File: src/sv/mkq_pkg.sv
`timescale 1ns / 1ps
// ----------------------------------------------------------------------------
// Keypad scan queue package
// Shared types, codes and default sizes for the keypad scanner and its queue.
// ----------------------------------------------------------------------------
package mkq_pkg;

   // default matrix and queue geometry
   localparam int ROWS_DEF        = 4;
   localparam int COLS_DEF        = 4;
   localparam int QUEUE_DEPTH_DEF = 8;
   localparam int ROW_LSB_DEF     = 0;
   localparam int COL_LSB_DEF     = 4;

   // fixed field widths
   localparam int FUNC_W  = 2;
   localparam int REQ_W   = 2;
   localparam int ADDR_W  = 7;
   localparam int BYTE_W  = 8;
   localparam int KEY_W   = 4;
   localparam int PHASE_W = 3;
   localparam int ENTRY_W = KEY_W + 1;

   // item function codes
   localparam logic [FUNC_W-1:0] FN_TICK = 2'd0;
   localparam logic [FUNC_W-1:0] FN_DONE = 2'd1;
   localparam logic [FUNC_W-1:0] FN_POP  = 2'd2;

   // bus request codes
   localparam logic [REQ_W-1:0] REQ_NONE  = 2'd0;
   localparam logic [REQ_W-1:0] REQ_WRITE = 2'd1;
   localparam logic [REQ_W-1:0] REQ_READ  = 2'd2;

   typedef enum logic [PHASE_W-1:0] {
      PH_SETUP_NEED = 3'd0,
      PH_SETUP_PEND = 3'd1,
      PH_READ_NEED  = 3'd2,
      PH_READ_PEND  = 3'd3,
      PH_DONE       = 3'd4
   } phase_type;

   typedef enum logic [1:0] {
      ST_IDLE = 2'd0,
      ST_EXEC = 2'd1,
      ST_SCAN = 2'd2,
      ST_OUT  = 2'd3
   } ctl_state_type;

   typedef struct packed {
      logic load_item;
      logic exec;
      logic scan_step;
      logic out_load;
   } cmd_type;

   typedef struct packed {
      logic scan_start;
      logic scan_last;
      logic out_free;
   } status_type;

endpackage

File: src/sv/matrix_keypad_scan_event_queue_top.sv
`timescale 1ns / 1ps
// ----------------------------------------------------------------------------
// Matrix keypad scanner with key event queue
// Scans a key matrix through an I/O expander and queues press/release events.
// ----------------------------------------------------------------------------
// Usage:
//   req_*  : one word per command; req_tuser selects service tick, bus
//            transaction finished, or pop one key event.
//   rsp_*  : exactly one result word per command, in order, carrying the
//            offered bus request, a popped event and the scan phase after it.
//   csr_*  : writes the expander bus address; csr_ready is always high.
//            Write only while no command is in flight.
// Sequencing: a command passes through accept, execute and result load; the
//   service tick that processes a finished row read also walks the columns
//   between execute and load, comparing each key and enqueueing changes.
//   Commands are handled one at a time; the next word is taken as soon as
//   the previous one has reached the result stage.
// Stall: the result register holds while rsp_tready is low; one further
//   command may be accepted and executed, then waits for the register.
// Reset: synchronous, active high; phase returns to setup needed, row 0,
//   all keys released, event queue empty, bus address 0.
// ----------------------------------------------------------------------------
module matrix_keypad_scan_event_queue_top #(
   parameter int ROWS        = mkq_pkg::ROWS_DEF,
   parameter int COLS        = mkq_pkg::COLS_DEF,
   parameter int QUEUE_DEPTH = mkq_pkg::QUEUE_DEPTH_DEF,
   parameter int ROW_LSB     = mkq_pkg::ROW_LSB_DEF,
   parameter int COL_LSB     = mkq_pkg::COL_LSB_DEF
) (
   input  logic        clock,
   input  logic        reset,
   // command stream
   input  logic        req_tvalid,
   output logic        req_tready,
   input  logic [15:0] req_tdata,   // bus_accept[0], bus_ok[1], read_data[9:2], zero[15:10]
   input  logic [1:0]  req_tuser,   // func[1:0]
   // result stream
   output logic        rsp_tvalid,
   input  logic        rsp_tready,
   output logic [23:0] rsp_tdata,   // bus_address[6:0], write_byte[14:7], key_valid[15],
                                    // key_index[19:16], key_pressed[20], scan_phase[23:21]
   output logic [1:0]  rsp_tuser,   // request[1:0]
   // configuration write
   input  logic        csr_valid,
   output logic        csr_ready,
   input  logic [6:0]  csr_data     // device_address[6:0]
);
   import mkq_pkg::*;

   cmd_type             cmd;
   status_type          status;
   logic [REQ_W-1:0]    rsp_request;
   logic [ADDR_W-1:0]   rsp_bus_address;
   logic [BYTE_W-1:0]   rsp_write_byte;
   logic                rsp_key_valid;
   logic [KEY_W-1:0]    rsp_key_index;
   logic                rsp_key_pressed;
   logic [PHASE_W-1:0]  rsp_scan_phase;

   // address register is always writable
   assign csr_ready = 1'b1;

   mkq_ctrl u_ctrl (
      .clock      (clock),
      .reset      (reset),
      .req_tvalid (req_tvalid),
      .req_tready (req_tready),
      .status     (status),
      .cmd        (cmd)
   );

   mkq_dp #(
      .ROWS        (ROWS),
      .COLS        (COLS),
      .QUEUE_DEPTH (QUEUE_DEPTH),
      .ROW_LSB     (ROW_LSB),
      .COL_LSB     (COL_LSB)
   ) u_dp (
      .clock           (clock),
      .reset           (reset),
      .cmd             (cmd),
      .status          (status),
      .item_func       (req_tuser),
      .item_bus_accept (req_tdata[0]),
      .item_bus_ok     (req_tdata[1]),
      .item_read_data  (req_tdata[9:2]),
      .csr_valid       (csr_valid),
      .csr_data        (csr_data),
      .rsp_tready      (rsp_tready),
      .rsp_tvalid      (rsp_tvalid),
      .rsp_request     (rsp_request),
      .rsp_bus_address (rsp_bus_address),
      .rsp_write_byte  (rsp_write_byte),
      .rsp_key_valid   (rsp_key_valid),
      .rsp_key_index   (rsp_key_index),
      .rsp_key_pressed (rsp_key_pressed),
      .rsp_scan_phase  (rsp_scan_phase)
   );

   // pack result fields, lowest first
   assign rsp_tuser = rsp_request;
   assign rsp_tdata = {rsp_scan_phase, rsp_key_pressed, rsp_key_index,
                       rsp_key_valid, rsp_write_byte, rsp_bus_address};

endmodule

File: src/sv/mkq_ctrl.sv
`timescale 1ns / 1ps
// ----------------------------------------------------------------------------
// Keypad scan queue controller
// Sequences each word through decode, an optional scan and result hand-off.
// ----------------------------------------------------------------------------
module mkq_ctrl (
   input  logic               clock,
   input  logic               reset,
   input  logic               req_tvalid,
   output logic               req_tready,
   input  mkq_pkg::status_type status,
   output mkq_pkg::cmd_type    cmd
);
   import mkq_pkg::*;

   ctl_state_type state_ff, state_in;

   always_ff @(posedge clock) begin
      if (reset) begin
         state_ff <= ST_IDLE;
      end else begin
         state_ff <= state_in;
      end
   end

   always_comb begin
      state_in   = state_ff;
      cmd        = '0;
      req_tready = 1'b0;
      case (state_ff)
         ST_IDLE: begin
            req_tready = 1'b1;
            if (req_tvalid) begin
               cmd.load_item = 1'b1;
               state_in      = ST_EXEC;
            end
         end
         ST_EXEC: begin
            cmd.exec = 1'b1;
            state_in = status.scan_start ? ST_SCAN : ST_OUT;
         end
         ST_SCAN: begin
            cmd.scan_step = 1'b1;
            if (status.scan_last) begin
               state_in = ST_OUT;
            end
         end
         ST_OUT: begin
            // wait for the result register to drain
            if (status.out_free) begin
               cmd.out_load = 1'b1;
               state_in     = ST_IDLE;
            end
         end
         default: begin
            state_in = ST_IDLE;
         end
      endcase
   end

`ifndef NO_ASSERTIONS
   a_cmd_onehot: assert property (@(posedge clock) disable iff (reset)
      $onehot0({cmd.load_item, cmd.exec, cmd.scan_step, cmd.out_load}))
      else $error("more than one datapath command active");

   a_load_to_exec: assert property (@(posedge clock) disable iff (reset)
      cmd.load_item |=> cmd.exec)
      else $error("accepted word not executed next cycle");

   a_out_then_ready: assert property (@(posedge clock) disable iff (reset)
      cmd.out_load |=> req_tready)
      else $error("controller not idle after result hand-off");
`endif

endmodule

File: src/sv/mkq_dp.sv
`timescale 1ns / 1ps
// ----------------------------------------------------------------------------
// Keypad scan queue datapath
// Scan phase, key state, event queue memory and result register.
// ----------------------------------------------------------------------------
module mkq_dp #(
   parameter int ROWS        = mkq_pkg::ROWS_DEF,
   parameter int COLS        = mkq_pkg::COLS_DEF,
   parameter int QUEUE_DEPTH = mkq_pkg::QUEUE_DEPTH_DEF,
   parameter int ROW_LSB     = mkq_pkg::ROW_LSB_DEF,
   parameter int COL_LSB     = mkq_pkg::COL_LSB_DEF
) (
   input  logic                         clock,
   input  logic                         reset,
   input  mkq_pkg::cmd_type             cmd,
   output mkq_pkg::status_type          status,
   input  logic [mkq_pkg::FUNC_W-1:0]   item_func,
   input  logic                         item_bus_accept,
   input  logic                         item_bus_ok,
   input  logic [mkq_pkg::BYTE_W-1:0]   item_read_data,
   input  logic                         csr_valid,
   input  logic [mkq_pkg::ADDR_W-1:0]   csr_data,
   input  logic                         rsp_tready,
   output logic                         rsp_tvalid,
   output logic [mkq_pkg::REQ_W-1:0]    rsp_request,
   output logic [mkq_pkg::ADDR_W-1:0]   rsp_bus_address,
   output logic [mkq_pkg::BYTE_W-1:0]   rsp_write_byte,
   output logic                         rsp_key_valid,
   output logic [mkq_pkg::KEY_W-1:0]    rsp_key_index,
   output logic                         rsp_key_pressed,
   output logic [mkq_pkg::PHASE_W-1:0]  rsp_scan_phase
);
   import mkq_pkg::*;

   localparam int ROW_W = (ROWS > 1) ? $clog2(ROWS) : 1;
   localparam int COL_W = (COLS > 1) ? $clog2(COLS) : 1;
   localparam int PTR_W = $clog2(QUEUE_DEPTH);
   localparam int CNT_W = $clog2(QUEUE_DEPTH + 1);
   localparam logic [BYTE_W-1:0] ROW_MASK = BYTE_W'((1 << ROWS) - 1);
   localparam logic [BYTE_W-1:0] COL_MASK = BYTE_W'((1 << COLS) - 1);

   // captured input word
   logic [FUNC_W-1:0] func_ff;
   logic              bus_accept_ff;
   logic              bus_ok_ff;
   logic [BYTE_W-1:0] read_data_ff;

   // scan and queue state
   logic [ADDR_W-1:0] dev_addr_ff;
   phase_type         phase_ff, phase_in;
   logic [ROW_W-1:0]  row_ff, row_in;
   logic [COL_W-1:0]  col_ff, col_in;
   logic [BYTE_W-1:0] column_byte_ff, column_byte_in;
   logic [COLS-1:0]   key_down_ff [ROWS];
   logic [COLS-1:0]   key_down_in [ROWS];
   logic [PTR_W-1:0]  head_ff, head_in;
   logic [PTR_W-1:0]  tail_ff, tail_in;
   logic [CNT_W-1:0]  count_ff, count_in;

   // per-word result hold
   logic [REQ_W-1:0]  req_hold_ff, req_hold_in;
   logic [ADDR_W-1:0] addr_hold_ff, addr_hold_in;
   logic [BYTE_W-1:0] wbyte_hold_ff, wbyte_hold_in;
   logic              pop_hold_ff, pop_hold_in;
   logic              rsp_valid_ff, rsp_valid_in;

   // queue memory
   logic [ENTRY_W-1:0] fifo_mem [QUEUE_DEPTH];
   logic [ENTRY_W-1:0] rd_data_ff;
   logic               rd_en;
   logic               push_en;
   logic [ENTRY_W-1:0] push_entry;

   // scan helpers
   logic [BYTE_W-1:0]   row_bits;
   logic [BYTE_W-1:0]   drive_byte;
   logic [3:0]          col_pos;
   logic                col_low;
   logic [KEY_W-1:0]    key_idx;
   logic [PTR_W-1:0]    head_next;
   logic [PTR_W-1:0]    tail_next;

   assign row_bits   = ROW_MASK ^ (BYTE_W'(1) << row_ff);
   // bits shifted past the byte drop
   assign drive_byte = (row_bits << ROW_LSB) | (COL_MASK << COL_LSB);
   assign col_pos    = 4'(COL_LSB) + 4'(col_ff);
   // column lines beyond the byte read as low
   assign col_low    = col_pos[3] ? 1'b1 : ~column_byte_ff[col_pos[2:0]];
   assign key_idx    = KEY_W'(row_ff) * KEY_W'(COLS) + KEY_W'(col_ff);
   assign head_next  = (head_ff == PTR_W'(QUEUE_DEPTH - 1)) ? '0 : head_ff + 1'b1;
   assign tail_next  = (tail_ff == PTR_W'(QUEUE_DEPTH - 1)) ? '0 : tail_ff + 1'b1;
   assign push_entry = {col_low, key_idx};

   always_comb begin
      phase_in       = phase_ff;
      row_in         = row_ff;
      col_in         = col_ff;
      column_byte_in = column_byte_ff;
      key_down_in    = key_down_ff;
      head_in        = head_ff;
      tail_in        = tail_ff;
      count_in       = count_ff;
      req_hold_in    = req_hold_ff;
      addr_hold_in   = addr_hold_ff;
      wbyte_hold_in  = wbyte_hold_ff;
      pop_hold_in    = pop_hold_ff;
      rsp_valid_in   = rsp_valid_ff;
      rd_en          = 1'b0;
      push_en        = 1'b0;
      status         = '0;

      if (cmd.exec) begin
         req_hold_in   = REQ_NONE;
         addr_hold_in  = '0;
         wbyte_hold_in = '0;
         pop_hold_in   = 1'b0;
         col_in        = '0;
         case (func_ff)
            FN_TICK: begin
               case (phase_ff)
                  PH_SETUP_NEED: begin
                     req_hold_in   = REQ_WRITE;
                     addr_hold_in  = dev_addr_ff;
                     wbyte_hold_in = drive_byte;
                     if (bus_accept_ff) begin
                        phase_in = PH_SETUP_PEND;
                     end
                  end
                  PH_READ_NEED: begin
                     req_hold_in  = REQ_READ;
                     addr_hold_in = dev_addr_ff;
                     if (bus_accept_ff) begin
                        phase_in = PH_READ_PEND;
                     end
                  end
                  PH_DONE: begin
                     status.scan_start = 1'b1;
                     phase_in          = PH_SETUP_NEED;
                  end
                  default: ;
               endcase
            end
            FN_DONE: begin
               case (phase_ff)
                  PH_SETUP_PEND: begin
                     phase_in = bus_ok_ff ? PH_READ_NEED : PH_SETUP_NEED;
                  end
                  PH_READ_PEND: begin
                     if (bus_ok_ff) begin
                        column_byte_in = read_data_ff;
                        phase_in       = PH_DONE;
                     end else begin
                        phase_in = PH_READ_NEED;
                     end
                  end
                  default: begin
                     phase_in = PH_SETUP_NEED;
                  end
               endcase
            end
            FN_POP: begin
               if (count_ff != '0) begin
                  rd_en       = 1'b1;
                  head_in     = head_next;
                  count_in    = count_ff - 1'b1;
                  pop_hold_in = 1'b1;
               end
            end
            default: ;
         endcase
      end

      status.scan_last = (col_ff == COL_W'(COLS - 1));

      if (cmd.scan_step) begin
         // queue a change only while there is room; otherwise retry next scan
         if ((key_down_ff[row_ff][col_ff] != col_low) && (count_ff < CNT_W'(QUEUE_DEPTH))) begin
            push_en                     = 1'b1;
            tail_in                     = tail_next;
            count_in                    = count_ff + 1'b1;
            key_down_in[row_ff][col_ff] = col_low;
         end
         if (status.scan_last) begin
            col_in = '0;
            row_in = (row_ff == ROW_W'(ROWS - 1)) ? '0 : row_ff + 1'b1;
         end else begin
            col_in = col_ff + 1'b1;
         end
      end

      status.out_free = ~rsp_valid_ff | rsp_tready;
      if (cmd.out_load) begin
         rsp_valid_in = 1'b1;
      end else if (rsp_tready) begin
         rsp_valid_in = 1'b0;
      end
   end

   always_ff @(posedge clock) begin
      if (reset) begin
         dev_addr_ff    <= '0;
         phase_ff       <= PH_SETUP_NEED;
         row_ff         <= '0;
         col_ff         <= '0;
         column_byte_ff <= '0;
         head_ff        <= '0;
         tail_ff        <= '0;
         count_ff       <= '0;
         rsp_valid_ff   <= 1'b0;
         pop_hold_ff    <= 1'b0;
         for (int r = 0; r < ROWS; r++) begin
            key_down_ff[r] <= '0;
         end
      end else begin
         if (csr_valid) begin
            dev_addr_ff <= csr_data;
         end
         phase_ff       <= phase_in;
         row_ff         <= row_in;
         col_ff         <= col_in;
         column_byte_ff <= column_byte_in;
         head_ff        <= head_in;
         tail_ff        <= tail_in;
         count_ff       <= count_in;
         rsp_valid_ff   <= rsp_valid_in;
         pop_hold_ff    <= pop_hold_in;
         key_down_ff    <= key_down_in;
      end
   end

   // payload registers
   always_ff @(posedge clock) begin
      if (cmd.load_item) begin
         func_ff       <= item_func;
         bus_accept_ff <= item_bus_accept;
         bus_ok_ff     <= item_bus_ok;
         read_data_ff  <= item_read_data;
      end
      req_hold_ff   <= req_hold_in;
      addr_hold_ff  <= addr_hold_in;
      wbyte_hold_ff <= wbyte_hold_in;
      if (cmd.out_load) begin
         rsp_request     <= req_hold_ff;
         rsp_bus_address <= addr_hold_ff;
         rsp_write_byte  <= wbyte_hold_ff;
         rsp_key_valid   <= pop_hold_ff;
         rsp_key_index   <= pop_hold_ff ? rd_data_ff[KEY_W-1:0] : '0;
         rsp_key_pressed <= pop_hold_ff & rd_data_ff[KEY_W];
         rsp_scan_phase  <= phase_ff;
      end
   end

   // event queue memory
   always_ff @(posedge clock) begin
      if (push_en) begin
         fifo_mem[tail_ff] <= push_entry;
      end
      if (rd_en) begin
         rd_data_ff <= fifo_mem[head_ff];
      end
   end

   assign rsp_tvalid = rsp_valid_ff;

`ifndef NO_ASSERTIONS
   a_count_bound: assert property (@(posedge clock) disable iff (reset)
      count_ff <= CNT_W'(QUEUE_DEPTH))
      else $error("event queue count above depth");

   a_empty_ptrs: assert property (@(posedge clock) disable iff (reset)
      (count_ff == '0) |-> (head_ff == tail_ff))
      else $error("empty queue with unequal pointers");

   a_pop_no_request: assert property (@(posedge clock) disable iff (reset)
      (cmd.exec && pop_hold_in) |=> (req_hold_ff == REQ_NONE))
      else $error("pop word carries a bus request");

   a_no_push_when_full: assert property (@(posedge clock) disable iff (reset)
      (count_ff == CNT_W'(QUEUE_DEPTH)) |-> !push_en)
      else $error("push into full event queue");
`endif

endmodule
File: config.mk
export PLATFORM = sky130hd
export DESIGN_NAME = matrix_keypad_scan_event_queue_top
export DESIGN_NICKNAME = d
export VERILOG_FILES = /design/src/sv/mkq_pkg.sv /design/src/sv/matrix_keypad_scan_event_queue_top.sv /design/src/sv/mkq_ctrl.sv /design/src/sv/mkq_dp.sv
export SDC_FILE = /design/constraint.sdc
export NUM_CORES = 1
export LEC_CHECK = 0
export BUFFER_PORTS_ARGS = -buffer_cell sky130_fd_sc_hd__buf_2
export CAP_MARGIN = 20
export CORE_MARGIN = 4
export CORE_UTILIZATION = 60
export DETAILED_ROUTE_END_ITERATION = 16
export HOLD_SLACK_MARGIN = 0.15
export PLACE_DENSITY = 0.88
export SETUP_SLACK_MARGIN = 0.3
export SLEW_MARGIN = 10
export SYNTH_ARGS = -nofsm -noshare
export SYNTH_HDL_FRONTEND = slang
export SYNTH_HIERARCHICAL = 1
export SYNTH_SLANG_ARGS = --single-unit
File: constraint.sdc
create_clock -name clock -period 5.8 [get_ports clock]
set_input_delay 0.29 -clock clock [delete_from_list [all_inputs] [get_ports clock]]
set_output_delay 0.29 -clock clock [all_outputs]
set_load 0.02 [all_outputs]
-- Word-level counts from Yosys, hierarchy flattened
Memory sizes are Yosys's and may differ from the RTL's. A register that Yosys moved wholly into a read port is not among the register bits.
Cells that the tools add are included.
- register bits: 107
- memory bits (writable): 40
- bits of input ports: 30
- output and inout bits: 29
- logic and storage cells: 148
- memories kept: 1
- memories (memory ; depth ; width ; read ports ; clocked after Yosys merged registers in ; wr ports ; RTL line ; source):
    u_dp.fifo_mem ; 8 ; 5 ; 1 ; 1 ; 1 ; mkq_dp.sv:68 ; logic [ENTRY_W-1:0] fifo_mem [QUEUE_DEPTH];
- add/subtract/negate cells: 8
- $lt $le $gt $ge: 6
- eq/ne operators: 20
- shifts and indexed selects: 1
- multiplexer cells: 57
- bitwise operators: 6
- reduce and logical (&&, ||, !) cells: 19
- operators with widths (kind ; number):
    $mux W4 ; 8
    $mux W1 ; 24
    $bwmux W16 ; 1
    $mux W2 ; 8
    $mux W3 ; 5
    $pmux W3 S2 ; 2
    $eq A2 B2 Y1 const B ; 5
    $eq A3 B3 Y1 const B ; 3
    $pmux W3 S3 ; 1
    $bmux W4 S2 ; 1
    $demux W4 S2 ; 1
    $mux W8 ; 1
    $pmux W2 S4 ; 1
    $reduce_and A2 Y1 ; 4
    $add A3 B1 Y3 const B ; 2
    $eq A3 B2 Y1 const B ; 2
    $ne A2 B2 Y1 const B ; 3
    $ne A3 B2 Y1 const B ; 2
    $reduce_and A3 Y1 ; 2
    $reduce_bool A2 Y1 ; 3
    $reduce_and A5 Y1 ; 1
    $add A2 B1 Y2 const B ; 2
    $add A3 B2 Y4 const A ; 1
    $add A4 B1 Y4 const B ; 1
    other kinds (28) ; 33

-- Depth between registers and ports, before layout
- depth in word-level cells: 12
- depth in mapped cells: 8
- mapped depth without buffers: 7

-- Hierarchy
The synthesis kept the hierarchy.
- modules (own cells, without submodules) (module ; instances ; cells each ; area each (um^2) ; seq. area each (um^2)):
    mkq_dp ; 1 ; 422 ; 5728.0 ; 3623.5
    mkq_ctrl ; 1 ; 24 ; 210.2 ; 40.0
    matrix_keypad_scan_event_queue_top ; 1 ; 4 ; 26.3 ; 0.0

-- Worst setup path before layout
No wires, ideal clock.
- kind: reg2reg
- start: reg u_dp.row_ff[0]
- end: mem u_dp/fifo_mem[1][0] (netlist bit), enable pin
- setup time: 384 ps
- arrival time: 2439 ps
- slack: 2977 ps
- stages on the path, launching flop included: 7
- buffers on the path: 1
- clock period less this slack: 2823 ps
- cells stage by stage: dfxtp_1 > buf_6 > mux2_1 > mux4_2 > mux2_4 > nor2_4 > nor4b_1
- word-level cells in the longest chain between the ends: 12
- RTL lines (item ; RTL line ; source):
    start, declared ; mkq_dp.sv:51 ; logic [ROW_W-1:0] row_ff, row_in;
    start signal, assigned ; mkq_dp.sv:219 ; row_ff <= row_in;
    $not A2 Y3 (implied by the code) ; mkq_dp.sv:177 ; if ((key_down_ff[row_ff][col_ff] != col_low) && (count_ff < CNT_W'(QUEUE_DEPTH))) begin
    $bmux W4 S2 ; mkq_dp.sv:177 ;
    $mux W4 (implied by the code) (2 in series) ; mkq_dp.sv:177 ;
    $bmux W1 S2 ; mkq_dp.sv:177 ;
    $mux W1 (implied by the code) ; mkq_dp.sv:177 ;
    $ne A1 B1 Y1 ; mkq_dp.sv:177 ;
    $logic_and A1 B1 Y1 ; mkq_dp.sv:177 ;
    $mux W1 ; mkq_dp.sv:177 ;
    $mux W1 ; mkq_dp.sv:175 ; if (cmd.scan_step) begin
    $mux W1 ; mkq_dp.sv:255 ; if (push_en) begin
    $mux W1 (implied by the code) ; mkq_dp.sv:256 ; fifo_mem[tail_ff] <= push_entry;
    end, declared ; mkq_dp.sv:68 ;
No other way between the ends. The select of a mux whose other input is x is not followed.

-- Worst setup path in the final report
- start: reg u_dp.row_ff[0]
- end: mem u_dp/fifo_mem[7][1] (netlist bit), enable pin
Same word-level chain as after synthesis.

==> impl_metrics.tcl <==
set metrics [dict create \
    nNetsFinal 557 \
    area_growth_pct 17.71 \
    finalCritPeriodShare_pct 55.49 \
    hold_viol 0 \
    clock_latency_ns 0.52 \
    top_usage_layer "met2" \
    num-fill-cells 594 \
    yosysWarnings 6 \
    maxCapViolCount 0 \
    cp.required_ns 5.95 \
    synth_area_mm2 0.005964 \
    dieArea_mm2 0.01160 \
    antenna_left 0 \
    setup_slack_ns 2.581 \
    syn-num-nets 498 \
    drive_above_1_share_pct 22.99 \
    numCtsBuffers 17 \
    synth_edf_count 90 \
    synthCells 450 \
    cts_resized 0 \
    synthArstFlopShare_pct 0 \
    final_common_cell "edfxtp_1" \
    status "complete, no violations" \
    tightestPinTransition_ns 0.9832 \
    grt_usage_pct 21.86 \
    drt-pass1-iter-count 5 \
    grt_max_degree 50 \
    power.total_w 0.002746 \
    drt-vias-per-instance 5.760 \
    startpoint_type "flip-flop" \
    pwr_density_cell_mw_per_mm2 391.1 \
    clkSinkCount 138 \
    cp.arrival_ns 3.36 \
    ys_seq_area_share_pct 61.42 \
    pre_cts_ws_ns 2.260 \
    fmax_ghz 0.3107 \
    cts_buffer_depth 2 \
    critPathMaxFanout 21 \
    globalRouteMet3Util_pct 4.859 \
    multi_input_area_mm2 0.002105 \
    port_buffers 47 \
    slew_headroom_pct 34.45 \
    cp-end-kind "flip-flop" \
    setup_violations 0 \
    rsz0062_at_grt "false" \
    num_antenna_cells 0 \
    globalplace.congestion 0.7856 \
    first_global_vias 3886 \
    maxSlewViolCount 0 \
    cts_tree "built" \
    grt-ovfl-total 0 \
    antenna_found_initial 0 \
    die_w_um 107.7 \
    drc 0 \
    ios 59 \
    cts_root_buf "clkbuf_8" \
    dpl.hpwl_um 7190 \
    ys_types 49 \
    final_cell_mix "edfxtp_1, dfxtp_1, buf_2" \
    hp-class "in2reg" \
    crit_chain "mux2_2, mux4_2, mux2_4, nor2_4, nor3b_1" \
    grt_pass1_wl_um 19290 \
    synthFlopType "edfxtp_1" \
    vias 3773 \
    wire_per_inst_um 17.64 \
    die_h_um 107.7 \
    peakVddDrop_mv 0.2862 \
    slowest_stage "dfxtp_1" \
    synth_seq_cells 138 \
    gr-usage-met2_pct 37.66 \
    dp.cells 603 \
    reg2regPathDepth 5 \
    grt_util_met1_pct 25.68 \
    tns_ns 0 \
    worst_path_largest_cell_delay_ns 0.87 \
    p_leak_nw 2.535 \
    min_period_ns 3.219 \
    htree_levels 4 \
    drt-total-wl_um 11550 \
    layoutNonFillerInstCount 655 \
    drt_iter0_markers 201 \
    core.rowCount 36 \
    synth_area_per_cell_um2 13.25 \
    initial_core_util_pct 61.30 \
    path_clk_slew_ns 0.07 \
    fin_worst_skew_ns 0.01286 \
    seq_area_mm2 0.003664 \
    core_area_mm2 0.009729 \
    path_class "reg2reg" \
    hold_depth 3 \
]
## sequential cells by signal (all words and copies together), names as in the netlist, 5 cells and up
register and count:
u_dp/rsp_write_byte 5, u_dp/key_down_ff 16, u_dp/addr_hold_ff 7, u_dp/wbyte_hold_ff 5
u_dp/rd_data_ff 5, u_dp/fifo_mem 40, u_dp/dev_addr_ff 7, u_dp/rsp_bus_address 7
## stage by stage
stage | util [%] | hold WS (ns) | area (µm²)
6_report | 72.16 | 0.1938 | 7020
3_5_place_dp | 63.85 | 0.4052 | 6212
4_1_cts | 71.46 | 0.1706 | 6953
2_1_floorplan | - | 0.3562 | 5964
3_3_place_gp | 63.85 | 0.4031 | 6212
5_1_grt | 72.16 | 0.2238 | 7020
## cells in the mapped netlist, types with 3 or more instances
| master | count | share of area [%] |
|---|---|---|
| nor4b_1 | 4 | 0.59 |
| mux2_1 | 5 | 0.94 |
| and2_1 | 16 | 1.7 |
| buf_6 | 3 | 0.57 |
| nand2_1 | 31 | 2.0 |
| nor3b_1 | 3 | 0.38 |
| mux4_2 | 13 | 4.9 |
| clkbuf_1 | 14 | 0.88 |
| inv_1 | 18 | 1.1 |
| nand2b_1 | 22 | 2.3 |
| buf_4 | 8 | 1.0 |
| o21ai_0 | 4 | 0.34 |
| mux2i_1 | 27 | 4.5 |
| mux2_2 | 9 | 1.7 |
| o2111ai_1 | 3 | 0.44 |
| edfxtp_1 | 90 | 45 |
| nor2_1 | 24 | 1.5 |
| nor4_1 | 5 | 0.52 |
| ha_1 | 18 | 3.8 |
| nand3_1 | 6 | 0.50 |
| a21oi_1 | 35 | 2.9 |
| dfxtp_1 | 48 | 16 |
| nor2b_1 | 4 | 0.42 |
| nor3_1 | 7 | 0.59 |
## layout make-up
class / count / share of cell area, %
Clock buffer: 17 / 5.899
Sequential cell: 138 / 52.18
Clock inverter: 15 / 2.370
Multi-Input combinational cell: 267 / 29.98
Tap cell: 133 / 2.370
Inverter: 18 / 0.9624
Timing Repair Buffer: 67 / 6.238
## final timing paths
check | from | to | slack (ns)
setup / recovery | u_dp/row_ff[0] | u_dp/fifo_mem[7][1] | 2.58
hold reg to reg | u_dp/addr_hold_ff[3] | u_dp/rsp_bus_address[3] | 0.41
setup reg to reg | u_dp/row_ff[0] | u_dp/fifo_mem[7][1] | 2.58
hold / removal | csr_valid | u_dp/dev_addr_ff[0] | 0.19
## where the power goes
group | switching (W) | internal [W] | leakage [nW]
clock | 0.000473 | 0.000560 | 0.288
combinational | 0.000276 | 0.000173 | 1.03
sequential | 0.0000768 | 0.00119 | 1.22
total | 0.000826 | 0.00192 | 2.54
## routing by layer
| metal | wire [µm] | share of wire [%] |
|---|---|---|
| met1 | 4608 | 40 |
| met2 | 5986 | 52 |
| met3 | 625 | 5.4 |
| met4 | 333 | 2.9 |
| met5 | 0 | 0 |
## critical path, delay by kind of cell, from the launching register on
family / cells / cell delay (ns)
mux: 3 / 1.22
simple gates: 2 / 0.75
flops: 1 / 0.87
## logic make-up after synthesis
logic type	Yosys count	share of synthesized area (%)
multiplexers	58	13.05
adder cells (fa/ha/maj)	18	3.776
AO/OA/AOI/OAI	54	5.622
buffers and inverters	45	3.713
other	1	0.06287
flip-flops	138	61.42
XOR/XNOR	1	0.1469
AND/OR/NAND/NOR	135	12.21
## what timing repair did
item,CTS,global route
setup endpoints to repair,0,0
buffers inserted,0,0
hold buffers,16,0
endpoints found under the hold margin,16,0
Power figures use the tool's default switching activity.
